**src/rtl/lsd_pkg.sv**
```systemverilog
`timescale 1ns / 1ps
// ----------------------------------------------------------------------------
// lsd_pkg
// Types, constants and field tables of the LNAV subframe decoder.
// ----------------------------------------------------------------------------
package lsd_pkg;

  localparam int unsigned WordW     = 24;
  localparam int unsigned NumWords  = 10;
  localparam int unsigned WaddrW    = 4;
  localparam int unsigned ParamW    = 32;
  localparam int unsigned ParamDep  = 33;
  localparam int unsigned PaddrW    = 6;
  localparam int unsigned TowW      = 20;
  localparam logic [PaddrW-1:0] PendBase  = 6'd24;
  localparam logic [PaddrW-1:0] PubIode   = 6'd7;
  localparam logic [TowW:0]     WeekSecs  = 21'd604800;
  localparam logic [TowW:0]     SfSecs    = 21'd6;
  localparam logic [WaddrW-1:0] LastWord  = 4'd9;

  localparam logic [2:0] KindClock = 3'd1;
  localparam logic [2:0] KindEph1  = 3'd2;
  localparam logic [2:0] KindEph2  = 3'd3;

  localparam logic [4:0] OpClkFirst = 5'd0;
  localparam logic [4:0] OpClkLast  = 5'd6;
  localparam logic [4:0] OpE1First  = 5'd7;
  localparam logic [4:0] OpE1Last   = 5'd15;
  localparam logic [4:0] OpE2First  = 5'd16;
  localparam logic [4:0] OpE2Last   = 5'd23;

  localparam logic [4:0] IdClkFirst = 5'd1;
  localparam logic [4:0] IdClkLast  = 5'd7;
  localparam logic [4:0] IdEphFirst = 5'd8;
  localparam logic [4:0] IdEphLast  = 5'd24;
  localparam logic [4:0] IdNone     = 5'd0;

  typedef enum logic [1:0] {
    OP_PLAIN,
    OP_CAT,
    OP_IODC
  } op_kind_e;

  typedef struct packed {
    op_kind_e           kind;
    logic [WaddrW-1:0]  wa;
    logic [WaddrW-1:0]  wb;
    logic [4:0]         sh;
    logic [4:0]         len;
    logic [PaddrW-1:0]  dst;
  } op_t;

  typedef enum logic [3:0] {
    S_IDLE,
    S_SINGLE,
    S_HDR_RD,
    S_HDR,
    S_OP_A,
    S_OP_B,
    S_OP_W,
    S_CHK_RD,
    S_CHK_P,
    S_CHK_E,
    S_CP_RD,
    S_CP_W,
    S_EMIT_RD,
    S_EMIT_LD
  } state_e;

  function automatic op_t mk(op_kind_e k, logic [3:0] a, logic [3:0] b,
                             logic [4:0] s, logic [4:0] l, logic [5:0] d);
    op_t o;
    o.kind = k; o.wa = a; o.wb = b; o.sh = s; o.len = l; o.dst = d;
    return o;
  endfunction

  function automatic op_t op_rom(logic [4:0] idx);
    op_t o;
    case (idx)
      5'd0:  o = mk(OP_PLAIN, 4'd2, 4'd2, 5'd14, 5'd10, 6'd0);
      5'd1:  o = mk(OP_IODC,  4'd2, 4'd6, 5'd0,  5'd0,  6'd1);
      5'd2:  o = mk(OP_PLAIN, 4'd6, 4'd6, 5'd0,  5'd8,  6'd2);
      5'd3:  o = mk(OP_PLAIN, 4'd7, 4'd7, 5'd0,  5'd16, 6'd3);
      5'd4:  o = mk(OP_PLAIN, 4'd8, 4'd8, 5'd16, 5'd8,  6'd4);
      5'd5:  o = mk(OP_PLAIN, 4'd8, 4'd8, 5'd0,  5'd16, 6'd5);
      5'd6:  o = mk(OP_PLAIN, 4'd9, 4'd9, 5'd2,  5'd22, 6'd6);
      5'd7:  o = mk(OP_PLAIN, 4'd2, 4'd2, 5'd16, 5'd8,  6'd24);
      5'd8:  o = mk(OP_PLAIN, 4'd2, 4'd2, 5'd0,  5'd16, 6'd25);
      5'd9:  o = mk(OP_PLAIN, 4'd3, 4'd3, 5'd8,  5'd16, 6'd26);
      5'd10: o = mk(OP_CAT,   4'd3, 4'd4, 5'd0,  5'd0,  6'd27);
      5'd11: o = mk(OP_PLAIN, 4'd5, 4'd5, 5'd8,  5'd16, 6'd28);
      5'd12: o = mk(OP_CAT,   4'd5, 4'd6, 5'd0,  5'd0,  6'd29);
      5'd13: o = mk(OP_PLAIN, 4'd7, 4'd7, 5'd8,  5'd16, 6'd30);
      5'd14: o = mk(OP_CAT,   4'd7, 4'd8, 5'd0,  5'd0,  6'd31);
      5'd15: o = mk(OP_PLAIN, 4'd9, 4'd9, 5'd8,  5'd16, 6'd32);
      5'd16: o = mk(OP_PLAIN, 4'd2, 4'd2, 5'd8,  5'd16, 6'd16);
      5'd17: o = mk(OP_CAT,   4'd2, 4'd3, 5'd0,  5'd0,  6'd17);
      5'd18: o = mk(OP_PLAIN, 4'd4, 4'd4, 5'd8,  5'd16, 6'd18);
      5'd19: o = mk(OP_CAT,   4'd4, 4'd5, 5'd0,  5'd0,  6'd19);
      5'd20: o = mk(OP_PLAIN, 4'd6, 4'd6, 5'd8,  5'd16, 6'd20);
      5'd21: o = mk(OP_CAT,   4'd6, 4'd7, 5'd0,  5'd0,  6'd21);
      5'd22: o = mk(OP_PLAIN, 4'd8, 4'd8, 5'd0,  5'd24, 6'd22);
      5'd23: o = mk(OP_PLAIN, 4'd9, 4'd9, 5'd2,  5'd14, 6'd23);
      default: o = mk(OP_PLAIN, 4'd0, 4'd0, 5'd0, 5'd0, 6'd0);
    endcase
    return o;
  endfunction

  function automatic logic [5:0] fld_width(logic [4:0] id);
    logic [5:0] w;
    case (id)
      5'd1, 5'd2:                          w = 6'd10;
      5'd3, 5'd5, 5'd8:                    w = 6'd8;
      5'd4, 5'd6, 5'd9, 5'd10, 5'd12,
      5'd14, 5'd16, 5'd17, 5'd19, 5'd21:   w = 6'd16;
      5'd7:                                w = 6'd22;
      5'd23:                               w = 6'd24;
      5'd24:                               w = 6'd14;
      default:                             w = 6'd32;
    endcase
    return w;
  endfunction

  function automatic logic fld_signed(logic [4:0] id);
    logic s;
    case (id)
      5'd1, 5'd2, 5'd4, 5'd8, 5'd13, 5'd15, 5'd16: s = 1'b0;
      default:                                     s = 1'b1;
    endcase
    return s;
  endfunction

  function automatic logic signed [32:0] field_out(logic [4:0] id,
                                                   logic [ParamW-1:0] raw);
    logic [5:0]  w;
    logic [32:0] m;
    logic [32:0] v;
    w = fld_width(id);
    m = (33'd1 << w) - 33'd1;
    v = {1'b0, raw} & m;
    if (fld_signed(id) && v[w - 6'd1]) begin
      v = v | ~m;
    end
    return v;
  endfunction

endpackage

```
**src/rtl/lsd_if.sv**
```systemverilog
`timescale 1ns / 1ps
// ----------------------------------------------------------------------------
// lsd_in_if / lsd_out_if
// Valid/ready channels for navigation words and decoded results.
// ----------------------------------------------------------------------------
interface lsd_in_if;
  logic        valid;
  logic        ready;
  logic [23:0] word_data;
  logic        word_ok;
  modport source (output valid, word_data, word_ok, input ready);
  modport sink   (input valid, word_data, word_ok, output ready);
endinterface

interface lsd_out_if;
  logic               valid;
  logic               ready;
  logic [4:0]         param_id;
  logic signed [32:0] param_value;
  logic               last;
  logic [19:0]        tow_seconds;
  logic               tow_known;
  logic               clock_valid;
  logic               ephemeris_valid;
  logic               subframe_done;
  logic               subframe_dropped;
  logic [2:0]         subframe_kind;
  modport source (output valid, param_id, param_value, last, tow_seconds, tow_known,
                  clock_valid, ephemeris_valid, subframe_done, subframe_dropped,
                  subframe_kind, input ready);
  modport sink   (input valid, param_id, param_value, last, tow_seconds, tow_known,
                  clock_valid, ephemeris_valid, subframe_done, subframe_dropped,
                  subframe_kind, output ready);
endinterface

```
**src/rtl/lnav_subframe_decoder.sv**
```systemverilog
`timescale 1ns / 1ps
// ----------------------------------------------------------------------------
// lnav_subframe_decoder
// Gathers LNAV words into subframes and publishes raw clock/ephemeris fields.
// ----------------------------------------------------------------------------
// One word is taken at a time. A closing word runs a sequencer over the word
// store and the field store, each with a registered read port: each extracted
// field reads its source words and then writes the field store, and each
// published result reads the field store and then loads the output. The next
// word is taken while the last result of the previous word waits at the output.
module lnav_subframe_decoder (
  input  logic          clk_i,
  input  logic          rst_ni,
  lsd_in_if.sink        in_i,
  lsd_out_if.source     out_o
);

  lsd_pkg::state_e             state_q, state_d;
  logic [lsd_pkg::WaddrW-1:0]  cnt_q, cnt_d;
  logic                        bad_q, bad_d;
  logic [lsd_pkg::TowW-1:0]    tow_q, tow_d;
  logic                        known_q, known_d;
  logic                        clk_held_q, clk_held_d;
  logic                        eph_held_q, eph_held_d;
  logic                        pend_q, pend_d;
  logic                        done_q, done_d;
  logic                        drop_q, drop_d;
  logic [2:0]                  kind_q, kind_d;
  logic [4:0]                  op_q, op_d;
  logic [3:0]                  k_q, k_d;
  logic [4:0]                  id_q, id_d;
  logic [lsd_pkg::WordW-1:0]   a_q, a_d;
  logic [7:0]                  pend0_q, pend0_d;
  logic                        match_q, match_d;
  logic                        ov_q, ov_d;

  logic [4:0]                  o_id_q, o_id_d;
  logic signed [32:0]          o_val_q, o_val_d;
  logic                        o_last_q, o_last_d;
  logic [lsd_pkg::TowW-1:0]    o_tow_q;
  logic                        o_known_q, o_clk_q, o_eph_q, o_done_q, o_drop_q;
  logic [2:0]                  o_kind_q;
  logic                        load;

  logic                        w_we, w_re;
  logic [lsd_pkg::WaddrW-1:0]  w_raddr;
  logic [lsd_pkg::WordW-1:0]   w_rdata;
  logic                        p_we, p_re;
  logic [lsd_pkg::PaddrW-1:0]  p_waddr, p_raddr;
  logic [lsd_pkg::ParamW-1:0]  p_wdata, p_rdata;

  lsd_pkg::op_t                op;
  logic                        out_free;
  logic                        accept;
  logic [lsd_pkg::TowW:0]      t_sum;
  logic [lsd_pkg::TowW:0]      t_hdr;
  logic [lsd_pkg::WordW-1:0]   lenmask;

  assign op       = lsd_pkg::op_rom(op_q);
  assign out_free = !ov_q || out_o.ready;
  assign in_i.ready = (state_q == lsd_pkg::S_IDLE);
  assign accept   = in_i.valid && in_i.ready;
  assign w_we     = accept;

  lsd_word_ram u_words (
    .clk_i   (clk_i),
    .we_i    (w_we),
    .waddr_i (cnt_q),
    .wdata_i (in_i.word_data),
    .re_i    (w_re),
    .raddr_i (w_raddr),
    .rdata_o (w_rdata)
  );

  lsd_param_ram u_params (
    .clk_i   (clk_i),
    .we_i    (p_we),
    .waddr_i (p_waddr),
    .wdata_i (p_wdata),
    .re_i    (p_re),
    .raddr_i (p_raddr),
    .rdata_o (p_rdata)
  );

  always_comb begin
    state_d = state_q; cnt_d = cnt_q; bad_d = bad_q; tow_d = tow_q;
    known_d = known_q; clk_held_d = clk_held_q; eph_held_d = eph_held_q;
    pend_d = pend_q; done_d = done_q; drop_d = drop_q; kind_d = kind_q;
    op_d = op_q; k_d = k_q; id_d = id_q; a_d = a_q; pend0_d = pend0_q;
    match_d = match_q;
    o_id_d = o_id_q; o_val_d = o_val_q; o_last_d = o_last_q;
    load = 1'b0;
    w_re = 1'b0; w_raddr = op.wa;
    p_we = 1'b0; p_waddr = op.dst; p_wdata = '0;
    p_re = 1'b0; p_raddr = lsd_pkg::PendBase;
    t_sum = {1'b0, tow_q} + lsd_pkg::SfSecs;
    t_hdr = {4'b0, w_rdata[23:7]} * 21'd6;
    lenmask = 24'hFFFFFF >> (5'd24 - op.len);

    case (state_q)
      lsd_pkg::S_IDLE: begin
        if (accept) begin
          done_d = 1'b0; drop_d = 1'b0; kind_d = '0;
          if (cnt_q == lsd_pkg::LastWord) begin
            cnt_d = '0; bad_d = 1'b0; done_d = 1'b1;
            if (bad_q || !in_i.word_ok) begin
              drop_d = 1'b1;
              if (known_q) begin
                tow_d = (t_sum >= lsd_pkg::WeekSecs) ?
                        lsd_pkg::TowW'(t_sum - lsd_pkg::WeekSecs) :
                        lsd_pkg::TowW'(t_sum);
              end
              state_d = lsd_pkg::S_SINGLE;
            end else begin
              state_d = lsd_pkg::S_HDR_RD;
            end
          end else begin
            cnt_d = cnt_q + 4'd1;
            bad_d = bad_q || !in_i.word_ok;
            state_d = lsd_pkg::S_SINGLE;
          end
        end
      end
      lsd_pkg::S_SINGLE: begin
        if (out_free) begin
          load = 1'b1; o_id_d = lsd_pkg::IdNone; o_val_d = '0; o_last_d = 1'b1;
          state_d = lsd_pkg::S_IDLE;
        end
      end
      lsd_pkg::S_HDR_RD: begin
        w_re = 1'b1; w_raddr = 4'd1;
        state_d = lsd_pkg::S_HDR;
      end
      lsd_pkg::S_HDR: begin
        tow_d = (t_hdr >= lsd_pkg::WeekSecs) ?
                lsd_pkg::TowW'(t_hdr - lsd_pkg::WeekSecs) : lsd_pkg::TowW'(t_hdr);
        known_d = 1'b1;
        kind_d = w_rdata[4:2];
        case (w_rdata[4:2])
          lsd_pkg::KindClock: begin
            op_d = lsd_pkg::OpClkFirst; state_d = lsd_pkg::S_OP_A;
          end
          lsd_pkg::KindEph1: begin
            op_d = lsd_pkg::OpE1First; state_d = lsd_pkg::S_OP_A;
          end
          lsd_pkg::KindEph2: state_d = lsd_pkg::S_CHK_RD;
          default: state_d = lsd_pkg::S_SINGLE;
        endcase
      end
      lsd_pkg::S_OP_A: begin
        w_re = 1'b1; w_raddr = op.wa;
        state_d = lsd_pkg::S_OP_B;
      end
      lsd_pkg::S_OP_B: begin
        a_d = w_rdata;
        w_re = 1'b1; w_raddr = op.wb;
        state_d = lsd_pkg::S_OP_W;
      end
      lsd_pkg::S_OP_W: begin
        p_we = 1'b1; p_waddr = op.dst;
        case (op.kind)
          lsd_pkg::OP_CAT:  p_wdata = {a_q[7:0], w_rdata};
          lsd_pkg::OP_IODC: p_wdata = {22'b0, a_q[1:0], w_rdata[23:16]};
          default:          p_wdata = {8'b0, (a_q >> op.sh) & lenmask};
        endcase
        op_d = op_q + 5'd1;
        state_d = lsd_pkg::S_OP_A;
        if (kind_q == lsd_pkg::KindClock && op_q == lsd_pkg::OpClkLast) begin
          clk_held_d = 1'b1; id_d = lsd_pkg::IdClkFirst;
          state_d = lsd_pkg::S_EMIT_RD;
        end else if (kind_q == lsd_pkg::KindEph1 && op_q == lsd_pkg::OpE1Last) begin
          pend_d = 1'b1;
          state_d = lsd_pkg::S_SINGLE;
        end else if (op_q == lsd_pkg::OpE2Last) begin
          eph_held_d = 1'b1; id_d = lsd_pkg::IdEphFirst;
          state_d = lsd_pkg::S_EMIT_RD;
        end
      end
      lsd_pkg::S_CHK_RD: begin
        p_re = 1'b1; p_raddr = lsd_pkg::PendBase;
        w_re = 1'b1; w_raddr = lsd_pkg::LastWord;
        state_d = lsd_pkg::S_CHK_P;
      end
      lsd_pkg::S_CHK_P: begin
        pend0_d = p_rdata[7:0];
        match_d = pend_q && (p_rdata == {24'b0, w_rdata[23:16]});
        p_re = 1'b1; p_raddr = lsd_pkg::PubIode;
        state_d = lsd_pkg::S_CHK_E;
      end
      lsd_pkg::S_CHK_E: begin
        if (match_q && (!eph_held_q || p_rdata != {24'b0, pend0_q})) begin
          k_d = '0; state_d = lsd_pkg::S_CP_RD;
        end else begin
          state_d = lsd_pkg::S_SINGLE;
        end
      end
      lsd_pkg::S_CP_RD: begin
        p_re = 1'b1; p_raddr = lsd_pkg::PendBase + {2'b0, k_q};
        state_d = lsd_pkg::S_CP_W;
      end
      lsd_pkg::S_CP_W: begin
        p_we = 1'b1; p_waddr = lsd_pkg::PubIode + {2'b0, k_q}; p_wdata = p_rdata;
        k_d = k_q + 4'd1;
        state_d = lsd_pkg::S_CP_RD;
        if (k_q == 4'd8) begin
          op_d = lsd_pkg::OpE2First; state_d = lsd_pkg::S_OP_A;
        end
      end
      lsd_pkg::S_EMIT_RD: begin
        p_re = 1'b1; p_raddr = {1'b0, id_q - 5'd1};
        state_d = lsd_pkg::S_EMIT_LD;
      end
      lsd_pkg::S_EMIT_LD: begin
        if (out_free) begin
          load = 1'b1;
          o_id_d = id_q;
          o_val_d = lsd_pkg::field_out(id_q, p_rdata);
          o_last_d = (id_q == lsd_pkg::IdClkLast && kind_q == lsd_pkg::KindClock) ||
                     (id_q == lsd_pkg::IdEphLast);
          id_d = id_q + 5'd1;
          state_d = o_last_d ? lsd_pkg::S_IDLE : lsd_pkg::S_EMIT_RD;
        end
      end
      default: state_d = lsd_pkg::S_IDLE;
    endcase

    ov_d = load ? 1'b1 : (out_o.ready ? 1'b0 : ov_q);
  end

  always_ff @(posedge clk_i or negedge rst_ni) begin
    if (!rst_ni) begin
      state_q <= lsd_pkg::S_IDLE; cnt_q <= '0; bad_q <= 1'b0; tow_q <= '0;
      known_q <= 1'b0; clk_held_q <= 1'b0; eph_held_q <= 1'b0; pend_q <= 1'b0;
      done_q <= 1'b0; drop_q <= 1'b0; kind_q <= '0; op_q <= '0; k_q <= '0;
      id_q <= '0; match_q <= 1'b0; ov_q <= 1'b0;
    end else begin
      state_q <= state_d; cnt_q <= cnt_d; bad_q <= bad_d; tow_q <= tow_d;
      known_q <= known_d; clk_held_q <= clk_held_d; eph_held_q <= eph_held_d;
      pend_q <= pend_d; done_q <= done_d; drop_q <= drop_d; kind_q <= kind_d;
      op_q <= op_d; k_q <= k_d; id_q <= id_d; match_q <= match_d; ov_q <= ov_d;
    end
  end

  always_ff @(posedge clk_i) begin
    a_q <= a_d;
    pend0_q <= pend0_d;
    if (load) begin
      o_id_q <= o_id_d; o_val_q <= o_val_d; o_last_q <= o_last_d;
      o_tow_q <= tow_q; o_known_q <= known_q; o_clk_q <= clk_held_q;
      o_eph_q <= eph_held_q; o_done_q <= done_q; o_drop_q <= drop_q;
      o_kind_q <= drop_q ? 3'd0 : kind_q;
    end
  end

  assign out_o.valid            = ov_q;
  assign out_o.param_id         = o_id_q;
  assign out_o.param_value      = o_val_q;
  assign out_o.last             = o_last_q;
  assign out_o.tow_seconds      = o_tow_q;
  assign out_o.tow_known        = o_known_q;
  assign out_o.clock_valid      = o_clk_q;
  assign out_o.ephemeris_valid  = o_eph_q;
  assign out_o.subframe_done    = o_done_q;
  assign out_o.subframe_dropped = o_drop_q;
  assign out_o.subframe_kind    = o_kind_q;

endmodule

```
**src/rtl/lsd_word_ram.sv**
```systemverilog
`timescale 1ns / 1ps
// ----------------------------------------------------------------------------
// lsd_word_ram
// Ten-entry store of the words of the subframe being gathered.
// ----------------------------------------------------------------------------
module lsd_word_ram (
  input  logic                          clk_i,
  input  logic                          we_i,
  input  logic [lsd_pkg::WaddrW-1:0]    waddr_i,
  input  logic [lsd_pkg::WordW-1:0]     wdata_i,
  input  logic                          re_i,
  input  logic [lsd_pkg::WaddrW-1:0]    raddr_i,
  output logic [lsd_pkg::WordW-1:0]     rdata_o
);

  logic [lsd_pkg::WordW-1:0] mem [lsd_pkg::NumWords];
  logic [lsd_pkg::WordW-1:0] rdata_q;

  always_ff @(posedge clk_i) begin
    if (we_i) begin
      mem[waddr_i] <= wdata_i;
    end
    if (re_i) begin
      rdata_q <= mem[raddr_i];
    end
  end

  assign rdata_o = rdata_q;

endmodule

```
**src/rtl/lsd_param_ram.sv**
```systemverilog
`timescale 1ns / 1ps
// ----------------------------------------------------------------------------
// lsd_param_ram
// Published fields (entries 0-23) and pending ephemeris (entries 24-32).
// ----------------------------------------------------------------------------
module lsd_param_ram (
  input  logic                          clk_i,
  input  logic                          we_i,
  input  logic [lsd_pkg::PaddrW-1:0]    waddr_i,
  input  logic [lsd_pkg::ParamW-1:0]    wdata_i,
  input  logic                          re_i,
  input  logic [lsd_pkg::PaddrW-1:0]    raddr_i,
  output logic [lsd_pkg::ParamW-1:0]    rdata_o
);

  logic [lsd_pkg::ParamW-1:0] mem [lsd_pkg::ParamDep];
  logic [lsd_pkg::ParamW-1:0] rdata_q;

  always_ff @(posedge clk_i) begin
    if (we_i) begin
      mem[waddr_i] <= wdata_i;
    end
    if (re_i) begin
      rdata_q <= mem[raddr_i];
    end
  end

  assign rdata_o = rdata_q;

endmodule

```
**src/flat_wrapper.sv**
```systemverilog
// flat-port wrapper written by rule: the top's interface ports become plain ports
module lnav_subframe_decoder_flat 
  (clk_i, rst_ni, in_i_valid, in_i_word_data, in_i_word_ok, in_i_ready, out_o_valid, out_o_param_id, out_o_param_value, out_o_last, out_o_tow_seconds, out_o_tow_known, out_o_clock_valid, out_o_ephemeris_valid, out_o_subframe_done, out_o_subframe_dropped, out_o_subframe_kind, out_o_ready);
  lsd_in_if in_i_i ();
  lsd_out_if out_o_i ();
  input  logic clk_i;
  input  logic rst_ni;
  input wire logic [$bits(in_i_i.valid)-1:0] in_i_valid;
  input wire logic [$bits(in_i_i.word_data)-1:0] in_i_word_data;
  input wire logic [$bits(in_i_i.word_ok)-1:0] in_i_word_ok;
  output wire logic [$bits(in_i_i.ready)-1:0] in_i_ready;
  output wire logic [$bits(out_o_i.valid)-1:0] out_o_valid;
  output wire logic [$bits(out_o_i.param_id)-1:0] out_o_param_id;
  output wire logic [$bits(out_o_i.param_value)-1:0] out_o_param_value;
  output wire logic [$bits(out_o_i.last)-1:0] out_o_last;
  output wire logic [$bits(out_o_i.tow_seconds)-1:0] out_o_tow_seconds;
  output wire logic [$bits(out_o_i.tow_known)-1:0] out_o_tow_known;
  output wire logic [$bits(out_o_i.clock_valid)-1:0] out_o_clock_valid;
  output wire logic [$bits(out_o_i.ephemeris_valid)-1:0] out_o_ephemeris_valid;
  output wire logic [$bits(out_o_i.subframe_done)-1:0] out_o_subframe_done;
  output wire logic [$bits(out_o_i.subframe_dropped)-1:0] out_o_subframe_dropped;
  output wire logic [$bits(out_o_i.subframe_kind)-1:0] out_o_subframe_kind;
  input wire logic [$bits(out_o_i.ready)-1:0] out_o_ready;
  assign in_i_i.valid = in_i_valid;
  assign in_i_i.word_data = in_i_word_data;
  assign in_i_i.word_ok = in_i_word_ok;
  assign in_i_ready = in_i_i.ready;
  assign out_o_valid = out_o_i.valid;
  assign out_o_param_id = out_o_i.param_id;
  assign out_o_param_value = out_o_i.param_value;
  assign out_o_last = out_o_i.last;
  assign out_o_tow_seconds = out_o_i.tow_seconds;
  assign out_o_tow_known = out_o_i.tow_known;
  assign out_o_clock_valid = out_o_i.clock_valid;
  assign out_o_ephemeris_valid = out_o_i.ephemeris_valid;
  assign out_o_subframe_done = out_o_i.subframe_done;
  assign out_o_subframe_dropped = out_o_i.subframe_dropped;
  assign out_o_subframe_kind = out_o_i.subframe_kind;
  assign out_o_i.ready = out_o_ready;
  lnav_subframe_decoder u_core (.clk_i(clk_i), .rst_ni(rst_ni), .in_i(in_i_i), .out_o(out_o_i));
endmodule
```
**config.mk**
```make
export PLATFORM = sky130hd
export DESIGN_NAME = lnav_subframe_decoder_flat
export DESIGN_NICKNAME = d
export VERILOG_FILES = /design/src/rtl/lsd_pkg.sv /design/src/rtl/lsd_if.sv /design/src/rtl/lnav_subframe_decoder.sv /design/src/rtl/lsd_word_ram.sv /design/src/rtl/lsd_param_ram.sv /design/src/flat_wrapper.sv
export SDC_FILE = /design/constraint.sdc
export NUM_CORES = 2
export LEC_CHECK = 0
export BUFFER_PORTS_ARGS = -buffer_cell sky130_fd_sc_hd__buf_4
export CAP_MARGIN = 0
export CORE_MARGIN = 2
export CORE_UTILIZATION = 30
export CTS_CLUSTER_SIZE = 24
export DETAILED_ROUTE_END_ITERATION = 8
export PLACE_DENSITY = 0.43
export SYNTH_ARGS = -nofsm -noshare
export SYNTH_HDL_FRONTEND = slang
export SYNTH_SLANG_ARGS = --single-unit
```
**constraint.sdc**
```tcl
create_clock -name clk_i -period 8.1 [get_ports clk_i]
set_input_delay 1.215 -clock clk_i [delete_from_list [all_inputs] [get_ports clk_i]]
set_output_delay 1.215 -clock clk_i [all_outputs]
set_load 0.01 [all_outputs]
```
==> out/results.ini <==
[status]
outcome=finished clean

[placement]
dp.cells=7611
dp_hpwl_um=108800
place_congestion=0.8777
portBuffers=96

[pwr]
p_sw_frac=0.2433
total_power_mw=17.72
p_switching_mw=4.311
vdd_ir_drop_max_mv=0.2113
p_int_mw=13.41
clock_power_share=0.418
p_leak_nw=25.79
pwr-share-seq=0.500
power-per-cell-area_nw_per_um2=235.8
combPwrFrac=0.083

[clock_tree]
htree_levels=4
clock_latency_ns=0.83
cts_setup_buffers=0
path_clk_slew_ns=0.06
root_buffer=clkbuf_16
clock-sinks=1503
cts_max_path_buffers=3
ctsResizeCount=0
cts_buffers=166
cts_tree=done
cts_hold_buffers=0

[worst_setup_path]
start_kind=flop
r2r-start=u_core.id_q[0]$_DFFE_PN0P_
critPathKind=reg -> reg
r2r_cells=16
crit_path_end_kind=flop
reg2reg_slack_ns=2.67
worst_r2r_endpoint=u_core.out_o.param_value[19]$_SDFFCE_PN0P_
crit_fanout=23
critPathArrivalTime_ns=6.09
worstPathRequired_ns=8.76

[routing]
wirelength_um=195500
dr.pass1.iters=6
num_vias=40800
met3_length_um=9246
wl_met1_um=92580
drt_first_iter_violations=3410
top_layer=met5
antenna_left=0
wl_per_cell_um=24.69
drc=0
via_per_inst=5.154
wl_met2_um=89340

[logic_synthesis]
netlist_top_cells_area=edfxtp_1 67%, a211oi_1 4.2%, mux2i_1 4.1%
ys_warn_count=0
async_flop_share=0.03526
synth-edff-count=1450
synth.net_count=4967
yosysMostFrequentCell=edfxtp_1
synthTopCellsByCount=1,450 x edfxtp_1, 651 x nand2_1, 370 x a211oi_1
ys.flop_type=edfxtp_1
syn_area_sq_um=65380
synth_seq_area_share=0.6863
synth_top_area_frac=0.6660
synth.avg_cell_area_sq_um=13.39
ys_types=103
yosysTopAreaCell=edfxtp_1
syn_inst=4884
ys_seq_elements=1503

[global_route]
grt_max_degree=154
grtUsageTotal=0.1720
grt_antenna_before_repair=8
grt_pass1_wl_um=283700
grt_pass1_vias=39620
grt.overflow.total=0

[floorplan]
rows=171
dieWidth_um=470.8
core-area_sq_um=217000
io_pins=98
initial_core_util=0.3013
dieArea_sq_um=221700
dieHeight_um=470.8

[layout]
syn_to_final_growth_pct=14.93
nNetsFinal=5008
drive_gt1_frac=0.1098
stdcell_count=7917
final_core_util=0.3463

[timing]
fmax_ghz=0.1843
finClkSkew_ns=0.04333
period_share=0.6698
setup_viol=0
finalHoldViolations=0
holdWs_ns=0.4513
setup_tns_ns=0
worst_pin_slew_ns=1.131
drv_slew=0
rsz0062_at_grt=no
fin_crit_ns=5.425
slew_headroom=0.2389

[job]
cap_violations=0

[worst_hold_path]
worstHoldEndpoint=u_core.out_o.clock_valid$_DFFE_PP_
worstHoldStart=u_core.clk_held_q$_DFFE_PN0P_
min_path_cells=0
hold_class=reg -> reg

## how the worst max path moves through the flow
stage	end	startpoint	cells after the start	slack, ns
floorplan	u_core.u_params.mem[32][0]$_DFFE_PP_	u_core.state_q[2]$_DFFE_PN0P_	9	2.34
global placement	u_core.out_o.param_value[19]$_SDFFCE_PN0P_	u_core.id_q[0]$_DFFE_PN0P_	16	2.84
detailed placement	u_core.out_o.param_value[19]$_SDFFCE_PN0P_	u_core.id_q[0]$_DFFE_PN0P_	16	2.80
CTS	u_core.out_o.param_value[19]$_SDFFCE_PN0P_	u_core.id_q[0]$_DFFE_PN0P_	16	2.77
global route	u_core.out_o.param_value[19]$_SDFFCE_PN0P_	u_core.id_q[0]$_DFFE_PN0P_	16	2.12
finish	u_core.out_o.param_value[19]$_SDFFCE_PN0P_	u_core.id_q[0]$_DFFE_PN0P_	16	2.67
## power groups by stage
stage	registers, mW	logic [mW]	clock network, mW
after floorplan	8.97	0.952	0
after global placement	9.02	1.47	0
after detailed placement	9.02	1.47	0
after CTS	8.86	1.47	7.60
after global routing	8.88	1.60	7.89
final	8.86	1.46	7.40
## metrics by stage
| stage | area [sq um] | worst slack [ns] |
|---|---|---|
| floorplan | 65380 | 2.341 |
| finish | 75140 | 2.675 |
| detailed placement | 69830 | 2.798 |
| CTS | 75130 | 2.774 |
| global placement | 69830 | 2.843 |
| global route | 75140 | 2.123 |
## routing by layer
layer  vias to the layer above  track usage
met5                         -            0
met4                        10      0.04506
met3                       240      0.02679
met2                      1031       0.2689
met1                     20710       0.2480
li1                      18820            -
## registers in the layout (all words and copies together) (netlist names), 3 cells and up
name and flops:
u_core.u_params.mem 1056, u_core.u_words.mem 240, u_core.out_o.param_value 33, u_core.u_params.rdata_o 32, u_core.a_q 24, u_core.u_words.rdata_o 24
u_core.out_o.tow_seconds 19, u_core.tow_q 19, u_core.pend0_q 8, u_core.id_q 5, u_core.op_q 5, u_core.out_o.param_id 5
u_core.cnt_q 4, u_core.k_q 4, u_core.state_q 4, u_core.kind_q 3, u_core.out_o.subframe_kind 3
## critical path, stage by stage (launching register included)
cell	delay, ns
dfrtp_1	0.51
inv_1	0.17
ha_1	0.24
ha_1	0.26
nor2b_1	0.24
a221o_1	0.24
a211o_1	0.39
nor2_1	0.18
nand2_1	0.11
ha_1	0.44
o21ai_0	0.25
nor2_1	0.20
o221ai_1	0.13
a21oi_1	0.61
a21boi_2	0.88
o21ai_0	0.22
a21oi_1	0.20
## layout make-up
type / count / area [sq um]
inverters: 51 / 191.4
well taps: 2854 / 3571
clock buffers: 205 / 4330
fillers: 21060 / 141800
repair buffers: 212 / 1767
diodes: 1 / 2.502
multi-input cells: 2991 / 19430
flip-flops and latches: 1503 / 44870
clock inverters: 100 / 977.2
## placed cells by master, fill, tap and decap left out, types with 21 or more instances in the layout
| cell type | n |
|---|---|
| dfrtp_1 | 53 |
| inv_1 | 48 |
| nor2b_1 | 25 |
| buf_4 | 198 |
| nor2_4 | 34 |
| a311oi_1 | 133 |
| nand3_1 | 44 |
| clkinv_2 | 24 |
| a211oi_1 | 370 |
| nand2_1 | 650 |
| a31oi_1 | 147 |
| a21oi_1 | 260 |
| xnor2_1 | 48 |
| nor2_1 | 165 |
| edfxtp_1 | 1450 |
| xor2_1 | 28 |
| clkbuf_16 | 166 |
| o21ai_0 | 80 |
| clkinv_1 | 46 |
| ha_1 | 53 |
| o22ai_1 | 21 |
| mux2i_1 | 271 |
| and3_1 | 25 |
| and2_1 | 266 |
| clkbuf_1 | 36 |
| nor3_1 | 40 |
| nand2b_1 | 29 |
## cells by family (layout without fill, tap and decap cells)
family	count (synthesis)	count (layout)	share of synthesized area
AO/OA/AOI/OAI	1197	1197	0.1262
XOR/XNOR	76	76	0.01018
adder cells (fa/ha/maj)	54	54	0.01045
buffers and inverters	390	568	0.02404
flip-flops	1503	1503	0.6863
multiplexers	276	276	0.04243
other	1	2	0.00005736
AND/OR/NAND/NOR	1387	1387	0.1003
(Power assumes the default switching activity.)
